**src/design/hcwp_pkg.sv**
```systemverilog
// ----------------------------------------------------------------------------
// Huffman code word packer package
// Operation codes, fixed field widths and the queue entry type shared by the
// front end, the queue and the packer.
// ----------------------------------------------------------------------------
package hcwp_pkg;

  localparam int WORD_BITS   = 32;
  localparam int WIDE_BITS   = 2 * WORD_BITS;
  localparam int OP_BITS     = 2;
  localparam int SYM_BITS    = 8;
  localparam int CODE_BITS   = 24;
  localparam int LEN_BITS    = 5;
  localparam int FREE_BITS   = 6;
  localparam int QUEUE_DEPTH = 4;

  localparam logic [OP_BITS-1:0] OP_LOAD   = 2'd0;
  localparam logic [OP_BITS-1:0] OP_ENCODE = 2'd1;
  localparam logic [OP_BITS-1:0] OP_FLUSH  = 2'd2;

  typedef struct packed {
    logic [CODE_BITS-1:0] code;
    logic [LEN_BITS-1:0]  len;
  } table_entry_t;

  typedef struct packed {
    logic         flush;
    table_entry_t entry;
  } pack_cmd_t;

endpackage

```
**src/design/hcwp_queue.sv**
```systemverilog
// ----------------------------------------------------------------------------
// Huffman packer command queue
// Short FIFO that decouples the table lookup from the bit packer.
// ----------------------------------------------------------------------------
module hcwp_queue (
  input  logic                  clk,
  input  logic                  rst,
  input  logic                  push,
  input  hcwp_pkg::pack_cmd_t   push_cmd,
  output logic                  full,
  input  logic                  pop,
  output hcwp_pkg::pack_cmd_t   pop_cmd,
  output logic                  not_empty
);
  import hcwp_pkg::*;

  localparam int PTR_BITS = $clog2(QUEUE_DEPTH);
  localparam int CNT_BITS = $clog2(QUEUE_DEPTH + 1);

  pack_cmd_t           slots [QUEUE_DEPTH];
  logic [PTR_BITS-1:0] wr_ptr;
  logic [PTR_BITS-1:0] rd_ptr;
  logic [CNT_BITS-1:0] count;

  logic do_push;
  logic do_pop;

  assign full      = (count == CNT_BITS'(QUEUE_DEPTH));
  assign not_empty = (count != '0);
  assign do_push   = push && !full;
  assign do_pop    = pop && not_empty;
  assign pop_cmd   = slots[rd_ptr];

  always_ff @(posedge clk) begin
    if (do_push) begin
      slots[wr_ptr] <= push_cmd;
    end
  end

  always_ff @(posedge clk) begin
    if (rst) begin
      wr_ptr <= '0;
      rd_ptr <= '0;
      count  <= '0;
    end else begin
      if (do_push) begin
        wr_ptr <= wr_ptr + 1'b1;
      end
      if (do_pop) begin
        rd_ptr <= rd_ptr + 1'b1;
      end
      if (do_push && !do_pop) begin
        count <= count + 1'b1;
      end else if (do_pop && !do_push) begin
        count <= count - 1'b1;
      end
    end
  end

endmodule

```
**config.mk**
```make
export PLATFORM = sky130hd
export DESIGN_NAME = hcwp_queue
export DESIGN_NICKNAME = d
export VERILOG_FILES = /design/src/design/hcwp_pkg.sv /design/src/design/hcwp_queue.sv
export SDC_FILE = /design/constraint.sdc
export NUM_CORES = 1
export LEC_CHECK = 0
export ABC_AREA = 1
export BUFFER_PORTS_ARGS = -buffer_cell sky130_fd_sc_hd__buf_2
export CORE_MARGIN = 2
export CORE_UTILIZATION = 52
export DETAILED_ROUTE_END_ITERATION = 7
export PLACE_DENSITY = 0.71
export SYNTH_ARGS = -nofsm -noshare
export SYNTH_HDL_FRONTEND = slang
export SYNTH_SLANG_ARGS = --single-unit
```
**constraint.sdc**
```tcl
create_clock -name clk -period 3.6 [get_ports clk]
set_input_delay 0.18 -clock clk [delete_from_list [all_inputs] [get_ports clk]]
set_output_delay 0.18 -clock clk [all_outputs]
set_load 0.005 [all_outputs]
```
==> flow_summary.toml <==
[sta]
fin_worst_skew_ns = 0.00759
slew_of_the_pin_with_the_lowest_slew_margin_ns = 0.997
hold_slack_ns = 0.414
setup_tns_final_ns = 0
finalWorstSetupSlack_ns = 1.07
count_of_pins_over_their_slew_limit = 0
timing.final.crit_period_ns = 2.53
slew_headroom = 0.334
timing.final.crit_share = 0.703
final-setup-viol-count = 0
grt_setup_unrepaired = "false"
fmax_mhz = 395
hold_viol_final = 0

[clocking]
cts.repair_timing.setup_buffer_count = 0
root_buffer = "sky130_fd_sc_hd__clkbuf_8"
cts-hold-fix-buffers = 34
cts.path.max_buffers = 2
worst_setup_hold_path_clk_slew_ns = 0.06
htreeDepth = 4
insertion_delay_ns = 0.52
cts_buffer_count = 17
cts_tree = "built"
cts_resized = 0
sinks_on_clock_net = 129

[die]
chipWidth_um = 102
io-pin-count = 66
floorplan_row_count = 35
initial_utilization = 0.541
die_area_mm2 = 0.0105
core-area_mm2 = 0.00928
die-height_um = 102

[routing]
avgViaCountPerCell = 5.28
drc_errors = 0
drt_met1_wl_mm = 4.24
detailroute.via_count = 3182
route.antenna.remaining_nets = 0
wl_met2_mm = 5.18
detailedRoute.firstIterationViolations = 214
post_drt_wl_per_cell_um = 16.7
maxUsedRoutingLayer = "met4"
drt_pre_antenna_iters = 5
wl_met3_um = 501
wire_length_reported_by_the_detailed_router_mm = 10.1

[global_routing]
pin_count_of_the_biggest_net_entering_global_routing = 61
gr-total-overflow = 0
initial_antenna_violation_count = 0
grtUsageTotal = 0.204
grt_pass1_wl_mm = 15.6
first_global_vias = 3164

[synthesis]
syn-instance-count = 360
synth_area_per_cell_um2 = 13.9
post_synth_main_area_contributors = "sky130_fd_sc_hd__edfxtp_1 (72%), sky130_fd_sc_hd__nor2_1 (5.3%), sky130_fd_sc_hd__o22ai_1 (3.7%)"
synth_sequential_area_ratio = 0.754
yosys_warnings = 0
leading_area_contributor_after_synthesis = "sky130_fd_sc_hd__edfxtp_1"
ys_types = 23
synthesis.area_mm2 = 0.00502
synthesis.nets = 400
postSynthRegisterBits = 129
post-synth-top-area-fraction = 0.718

[finish]
area_added_between_synthesis_and_finish_pct = 26.5
most-common-layout-cells = "sky130_fd_sc_hd__edfxtp_1 (120), sky130_fd_sc_hd__nor2_1 (67), sky130_fd_sc_hd__buf_2 (65)"
num_antenna_cells = 0
post-route-util = 0.684
layout.cells.most_common = "sky130_fd_sc_hd__edfxtp_1"
fin_nets = 501
drive_gt1_frac = 0.243

[place]
dpl.hpwl_mm = 5.26
gp_congestion = 0.693
port_buffers = 65
pre_cts_slack_ns = 1.59

[worst_setup_path]
cp.required_ns = 3.42
worstPathMaxFanout = 31
setup.worst_path.start_class = "flop"
worst_ep_arrival_time_ns = 2.35
slowest_stage = "sky130_fd_sc_hd__inv_1"
max_incr_delay_on_cp_ns = 0.73
crit_chain = "buf_4 > inv_1 > o21ai_1 > o22ai_1 > buf_2"
cp-end-kind = "primary output"
timing_worst_setup_path_type = "reg2out"

[power_and_ir_drop]
leakage_nw = 2.32
total_power_per_unit_cell_area_mw_per_mm2 = 733
worst_vdd_drop_mv = 0.435

[flow_run]
cap_violations = 0

[run_status]
run_status = "finished clean"

[hold_path]
hp-class = "in2reg"
==> final cells by class <==
type                       instances  area, µm²
timing repair buffer             101        681
fill                             679       2930
inverter                          17       71.3
clock inverter                    15        208
multi-input combinational        195       1030
clock buffer                      17        414
sequential                       129       3780
tap                              129        161
==> layer usage <==
metal | track usage | vias up
met3 | 0.0527 | 14
li1 | - | 1525
met1 | 0.254 | 1542
met2 | 0.334 | 101
met4 | 0.102 | 0
met5 | 0 | -
==> power by group <==
group / leakage (nW) / internal [mW] / switching, mW
sequential: 1.17 / 1.83 / 0.110
clock: 0.291 / 1.13 / 0.654
combinational: 0.857 / 0.364 / 0.569
total: 2.32 / 3.32 / 1.33
==> sequential cells by signal, summed over array words and instances, names as in the netlist, named ones only <==
name,cells
slots,120
wr_ptr,2
count,3
rd_ptr,2
==> worst max-delay path, delay by kind of cell, from the launching register on <==
kind                   cells  cell delay, ns
flip-flops                 1            0.29
buffers and inverters      3            1.12
AO/OA/AOI/OAI              2            0.41
==> metrics by stage <==
stage	std cells	area, µm²	total power [mW]
finish	603	6350	4.66
global placement	537	5390	2.85
CTS	603	6350	4.68
floorplan	360	5020	2.58
global route	603	6350	4.87
detailed placement	537	5390	2.87
==> synth_stat cells, drive strengths merged <==
| cell | number |
|---|---|
| a21oi | 3 |
| buf | 19 |
| dfxtp | 9 |
| edfxtp | 120 |
| fa | 1 |
| ha | 5 |
| inv | 17 |
| nand2 | 15 |
| nand3 | 4 |
| nand3b | 1 |
| nor2 | 74 |
| o21ai | 61 |
| o22ai | 30 |
| xor2 | 1 |
==> cell families after synthesis <==
family,share of synthesized area
simple gates,0.0800
fa+ha+maj,0.0164
flops,0.754
xor+xnor,0.00174
compound gates,0.101
buf+inv,0.0471
==> final timing paths <==
| check | slack [ns] | startpoint | cells after the start | endpoint |
|---|---|---|---|---|
| hold reg to reg | 0.52 | rd_ptr[0] | 2 | rd_ptr[0] |
| hold / removal | 0.41 | push_cmd[16] | 2 | slots[1][16] |
| setup / recovery | 1.07 | flop | 5 | pop_cmd[21] |
| setup reg to reg | 1.64 | count[1] | 9 | count[1] |
Power figures use the tool's default switching activity.
