File: config.mk
export PLATFORM = sky130hd
export DESIGN_NAME = hcwp_back_flat
export DESIGN_NICKNAME = d
export VERILOG_FILES = /design/src/design/hcwp_pkg.sv /design/src/design/hcwp_word_if.sv /design/src/design/hcwp_back.sv /design/src/flat_wrapper.sv
export SDC_FILE = /design/constraint.sdc
export NUM_CORES = 1
export LEC_CHECK = 0
export BUFFER_PORTS_ARGS = -buffer_cell sky130_fd_sc_hd__buf_2
export CORE_MARGIN = 1.5
export CORE_UTILIZATION = 60
export DETAILED_ROUTE_END_ITERATION = 7
export GPL_TIMING_DRIVEN = 0
export PLACE_DENSITY = 0.85
export SLEW_MARGIN = 5
export SYNTH_ARGS = -nofsm -noshare
export SYNTH_HDL_FRONTEND = slang
export SYNTH_SLANG_ARGS = --single-unit
File: constraint.sdc
create_clock -name clk -period 6.3 [get_ports clk]
set_input_delay 1.89 -clock clk [delete_from_list [all_inputs] [get_ports clk]]
set_output_delay 1.89 -clock clk [all_outputs]
set_load 0.005 [all_outputs]
File: src/design/hcwp_pkg.sv
// ----------------------------------------------------------------------------
// Huffman code word packer package
// Operation codes, fixed field widths and the queue entry type shared by the
// front end, the queue and the packer.
// ----------------------------------------------------------------------------
package hcwp_pkg;

  localparam int WORD_BITS   = 32;
  localparam int WIDE_BITS   = 2 * WORD_BITS;
  localparam int OP_BITS     = 2;
  localparam int SYM_BITS    = 8;
  localparam int CODE_BITS   = 24;
  localparam int LEN_BITS    = 5;
  localparam int FREE_BITS   = 6;
  localparam int QUEUE_DEPTH = 4;

  localparam logic [OP_BITS-1:0] OP_LOAD   = 2'd0;
  localparam logic [OP_BITS-1:0] OP_ENCODE = 2'd1;
  localparam logic [OP_BITS-1:0] OP_FLUSH  = 2'd2;

  typedef struct packed {
    logic [CODE_BITS-1:0] code;
    logic [LEN_BITS-1:0]  len;
  } table_entry_t;

  typedef struct packed {
    logic         flush;
    table_entry_t entry;
  } pack_cmd_t;

endpackage

File: src/design/hcwp_word_if.sv
// ----------------------------------------------------------------------------
// Packed word channel
// Valid/ready channel that carries one packed 32-bit word and its last flag.
// ----------------------------------------------------------------------------
interface hcwp_word_if;
  import hcwp_pkg::*;

  logic                 valid;
  logic                 ready;
  logic [WORD_BITS-1:0] packed_word;
  logic                 last_word;

  modport source (output valid, packed_word, last_word, input ready);
  modport sink (input valid, packed_word, last_word, output ready);
endinterface

File: src/design/hcwp_back.sv
// ----------------------------------------------------------------------------
// Huffman packer back end
// Appends codes to the bit accumulator and emits full or flushed words
// through an output register.
// ----------------------------------------------------------------------------
module hcwp_back (
  input  logic                  clk,
  input  logic                  rst,
  input  logic                  q_valid,
  input  hcwp_pkg::pack_cmd_t   q_cmd,
  output logic                  q_pop,
  hcwp_word_if.source           words
);
  import hcwp_pkg::*;

  logic [WORD_BITS-1:0] acc;
  logic [WORD_BITS-1:0] acc_next;
  logic [FREE_BITS-1:0] free;
  logic [FREE_BITS-1:0] free_next;
  logic                 out_valid;
  logic [WORD_BITS-1:0] out_word;
  logic                 out_last;

  logic                 emit;
  logic [WORD_BITS-1:0] word_next;
  logic [FREE_BITS-1:0] len_ext;
  logic                 fits;
  logic [FREE_BITS-1:0] sh_fit;
  logic [FREE_BITS-1:0] rest;
  logic [WIDE_BITS-1:0] code_wide;
  logic [WIDE_BITS-1:0] fit_shifted;
  logic [WIDE_BITS-1:0] spill_shifted;

  assign q_pop = q_valid && (!out_valid || words.ready);

  assign len_ext       = {1'b0, q_cmd.entry.len};
  assign fits          = len_ext < free;
  assign sh_fit        = free - len_ext;
  assign rest          = len_ext - free;
  assign code_wide     = WIDE_BITS'(q_cmd.entry.code);
  assign fit_shifted   = code_wide << sh_fit;
  // Bits below the spill point land at the top of the fresh word; the rest shift out.
  assign spill_shifted = code_wide << (FREE_BITS'(WORD_BITS) - rest);

  always_comb begin
    emit      = 1'b0;
    word_next = acc;
    acc_next  = acc;
    free_next = free;
    priority if (q_cmd.flush) begin
      emit      = 1'b1;
      acc_next  = '0;
      free_next = FREE_BITS'(WORD_BITS);
    end else if (fits) begin
      acc_next  = acc | fit_shifted[WORD_BITS-1:0];
      free_next = sh_fit;
    end else begin
      emit      = 1'b1;
      word_next = acc | (WORD_BITS'(q_cmd.entry.code) >> rest);
      acc_next  = spill_shifted[WORD_BITS-1:0];
      free_next = FREE_BITS'(WORD_BITS) - rest;
    end
  end

  always_ff @(posedge clk) begin
    if (rst) begin
      acc       <= '0;
      free      <= FREE_BITS'(WORD_BITS);
      out_valid <= 1'b0;
    end else begin
      if (q_pop) begin
        acc  <= acc_next;
        free <= free_next;
      end
      if (q_pop && emit) begin
        out_valid <= 1'b1;
      end else if (words.ready) begin
        out_valid <= 1'b0;
      end
    end
  end

  always_ff @(posedge clk) begin
    if (q_pop && emit) begin
      out_word <= word_next;
      out_last <= q_cmd.flush;
    end
  end

  assign words.valid       = out_valid;
  assign words.packed_word = out_word;
  assign words.last_word   = out_last;

endmodule
File: src/flat_wrapper.sv
// flat-port wrapper written by rule: the top's interface ports become plain ports
module hcwp_back_flat import hcwp_pkg::*;
  (clk, rst, q_valid, q_cmd, q_pop, words_valid, words_packed_word, words_last_word, words_ready);
  hcwp_word_if words_i ();
  input  logic clk;
  input  logic rst;
  input  logic q_valid;
  input  hcwp_pkg::pack_cmd_t q_cmd;
  output logic q_pop;
  output wire logic [$bits(words_i.valid)-1:0] words_valid;
  output wire logic [$bits(words_i.packed_word)-1:0] words_packed_word;
  output wire logic [$bits(words_i.last_word)-1:0] words_last_word;
  input wire logic [$bits(words_i.ready)-1:0] words_ready;
  assign words_valid = words_i.valid;
  assign words_packed_word = words_i.packed_word;
  assign words_last_word = words_i.last_word;
  assign words_i.ready = words_ready;
  hcwp_back u_core (.clk(clk), .rst(rst), .q_valid(q_valid), .q_cmd(q_cmd), .q_pop(q_pop), .words(words_i));
endmodule
==> flow_summary.yaml <==
yosys:
  synth_area_per_cell_um2: 8.61
  yosys.area_share.xor_xnor_pct: 4.27
  synthSimpleGateAreaFrac_pct: 16.0
  async_reset_ff_share_pct: 0
  yosysWarnings: 0
  synth_compound_area_share_pct: 24.4
  synth_cell_type_count: 77
  syn-num-nets: 891
  synth_edf_count: 33
  synth_top_flop_cell: "dfxtp_1"
  synth_top_family_by_area: "compound AO/OA/AOI/OAI gates"
  netlist_instances: 844
  ys_ff_latch: 72
  muxShareOfSynthArea_pct: 23.0
  synthAdderAreaFrac_pct: 2.45
  netlist_area_um2: 7270
  ys_seq_area_share_pct: 24.4
die:
  fp.dieW_um: 113
  core_area_um2: 11900
  rows: 40
  io_pins: 69
  die_area_um2: 12800
  initial_utilization_pct: 61.0
  die_h_um: 113
sta:
  fin_setup_tns_ns: 0
  setup_ws_ns: 0.606
  worst_slew_pin_slew_ns: 1.16
  slew_headroom_pct: 21.7
  setup_viol: 0
  max_freq_ghz: 0.176
  skew_ns: 0.0113
  fin_crit_sh_pct: 90.4
  min_period_ns: 5.69
  rsz0062_at_grt: "no"
  finalMaxSlewViolations: 0
  hold_viol: 0
finish:
  drive_above_1_share_pct: 20.5
  layout_common_cells: "mux2i_1 (104), nand2_1 (86), buf_2 (84), nor2_1 (70), a21oi_1 (66)"
  nNetsFinal: 969
  area_delta_synth_final_pct: 11.6
  layout_commonest_cell: "mux2i_1"
  n_antenna_cell: 0
route:
  vias: 7503
  top_layer_used: "met4"
  dr.pass1.iters: 5
  drt-initial-drc-count: 970
  wl_met1_um: 10900
  dr_wl_met3_um: 2560
  drc: 0
  final_antenna_net_count: 0
  wire_per_inst_um: 26.2
  via_per_inst: 6.99
  dr_wl_met2_um: 12700
  wl_um: 28100
cts:
  cts_tree: "yes"
  cts.sinks: 72
  clk_pin_slew_ns: 0.06
  cts_resized: 0
  clockBufferDepth: 2
  cts_root_buffer: "clkbuf_16"
  clock_latency_ns: 0.35
  cts_buffers: 9
  cts_hold_buf: 0
  post-cts-setup-buffer-count: 0
  htree_levels: 3
worst_setup_path:
  critPathArrivalTime_ns: 5.93
  worstPathRequired_ns: 6.53
  worstSetupStartpointType: "input port"
  crit_path_end_kind: "flip-flop"
  worstPathMaxFanout: 10
  worstSetupPathType: "in2reg"
grt:
  grt_pass1_vias: 7196
  grt_max_degree: 39
  grt_overflow: 0
  track_usage_pct: 44.4
  antenna_found_initial: 0
  grt_pass1_wl_um: 42300
place:
  hpwl_um: 22000
  gp_congestion: 1.03
  post-place-ws_ns: 0.414
  port_buffers: 67
worst_hold_path:
  min_path_type: "reg2reg"
power:
  vdd_drop_max_v: 0.000183
  leakagePower_uw: 0.00330
  power_density_nw_per_um2: 312
job:
  cap_violations: 0
run_status:
  status: "completed"
## worst paths after layout
path,slack [ns],cells after the start,end,start
setup / recovery,0.61,16,u_core.acc[24],q_cmd[0]
setup reg to reg,1.91,14,u_core.acc[24],u_core.free[0]
hold / removal,0.44,0,u_core.words.packed_word[31],u_core.acc[31]
hold reg to reg,0.44,0,u_core.words.packed_word[31],u_core.acc[31]
## worst max-delay path, stage by stage
cell and delay, ns:
buf_2 0.11, inv_1 0.05, ha_1 0.16, inv_1 0.06, fa_1 0.53, inv_1 0.17
clkbuf_1 0.62, ha_1 0.36, xor3_2 0.34, buf_2 0.29, nor2_1 0.08, nor2_1 0.17
mux2i_1 0.21, mux2i_1 0.35, mux2i_1 0.15, a2111oi_2 0.37
## cell type report
class	count	area (um2)
Multi-Input combinational cell	687	5090
Fill cell	1025	3810
Sequential cell	72	1770
Timing Repair Buffer	67	335
Buffer	61	310
Clock buffer	10	229
Tap cell	147	184
Clock inverter	6	91.3
Inverter	24	90.1
## registers in the layout, indices dropped and copies added, names as in the netlist
register	cells
u_core.acc	32
u_core.free	6
u_core.words.last_word	1
u_core.words.packed_word	32
u_core.words.valid	1
## metrics by stage
stage | util [%] | power [uW] | hold slack [ns] | area (um2) | instances
3_5_place_dp | 65.4 | 1910 | 0.426 | 7780 | 1058
4_1_cts | 68.0 | 2470 | 0.440 | 8110 | 1074
6_report | 68.0 | 2530 | 0.437 | 8110 | 1074
2_1_floorplan | - | 1510 | 0.409 | 7270 | 844
5_1_grt | 68.0 | 2620 | 0.449 | 8110 | 1074
3_3_place_gp | 65.4 | 1900 | 0.420 | 7780 | 1058
## metal layers
layer / global-route usage, % / up-vias
met5: 0 / -
li1: - / 3355
met2: 71.4 / 508
met3: 8.14 / 123
met1: 55.6 / 3517
met4: 27.2 / 0
## logic make-up (layout without fill, tap and decap cells)
kind of cell | Yosys count | after routing
AND/OR/NAND/NOR | 253 | 253
flip-flops | 72 | 72
adder cells (fa/ha/maj) | 13 | 13
AO/OA/AOI/OAI | 254 | 254
buffers and inverters | 85 | 168
multiplexers | 150 | 150
XOR/XNOR | 17 | 17
## power breakdown
group	switching [uW]	internal, uW	leakage, uW
logic	909	494	0.00251
registers	23.9	540	0.000633
clock network	210	350	0.000157
## cells in the mapped netlist (8+ instances only)
| library cell | instances | area share [%] |
|---|---|---|
| a211oi_1 | 33 | 3.4 |
| a21o_1 | 9 | 0.93 |
| a21oi_1 | 66 | 4.5 |
| a311oi_1 | 14 | 1.7 |
| a31o_2 | 8 | 0.96 |
| buf_2 | 17 | 1.2 |
| clkbuf_1 | 30 | 1.5 |
| dfxtp_1 | 39 | 11 |
| edfxtp_1 | 33 | 14 |
| ha_1 | 11 | 1.9 |
| inv_1 | 22 | 1.1 |
| mux2_2 | 36 | 5.6 |
| mux2i_1 | 104 | 14 |
| mux4_2 | 9 | 2.8 |
| nand2_1 | 86 | 4.4 |
| nand3_1 | 29 | 2.0 |
| nor2_1 | 70 | 3.6 |
| nor2b_1 | 9 | 0.77 |
| nor3_1 | 25 | 1.7 |
| o211ai_1 | 8 | 0.83 |
| o21a_1 | 12 | 1.2 |
| o21ai_0 | 26 | 1.8 |
| o21bai_1 | 15 | 1.5 |
(Power assumes the default switching activity.)
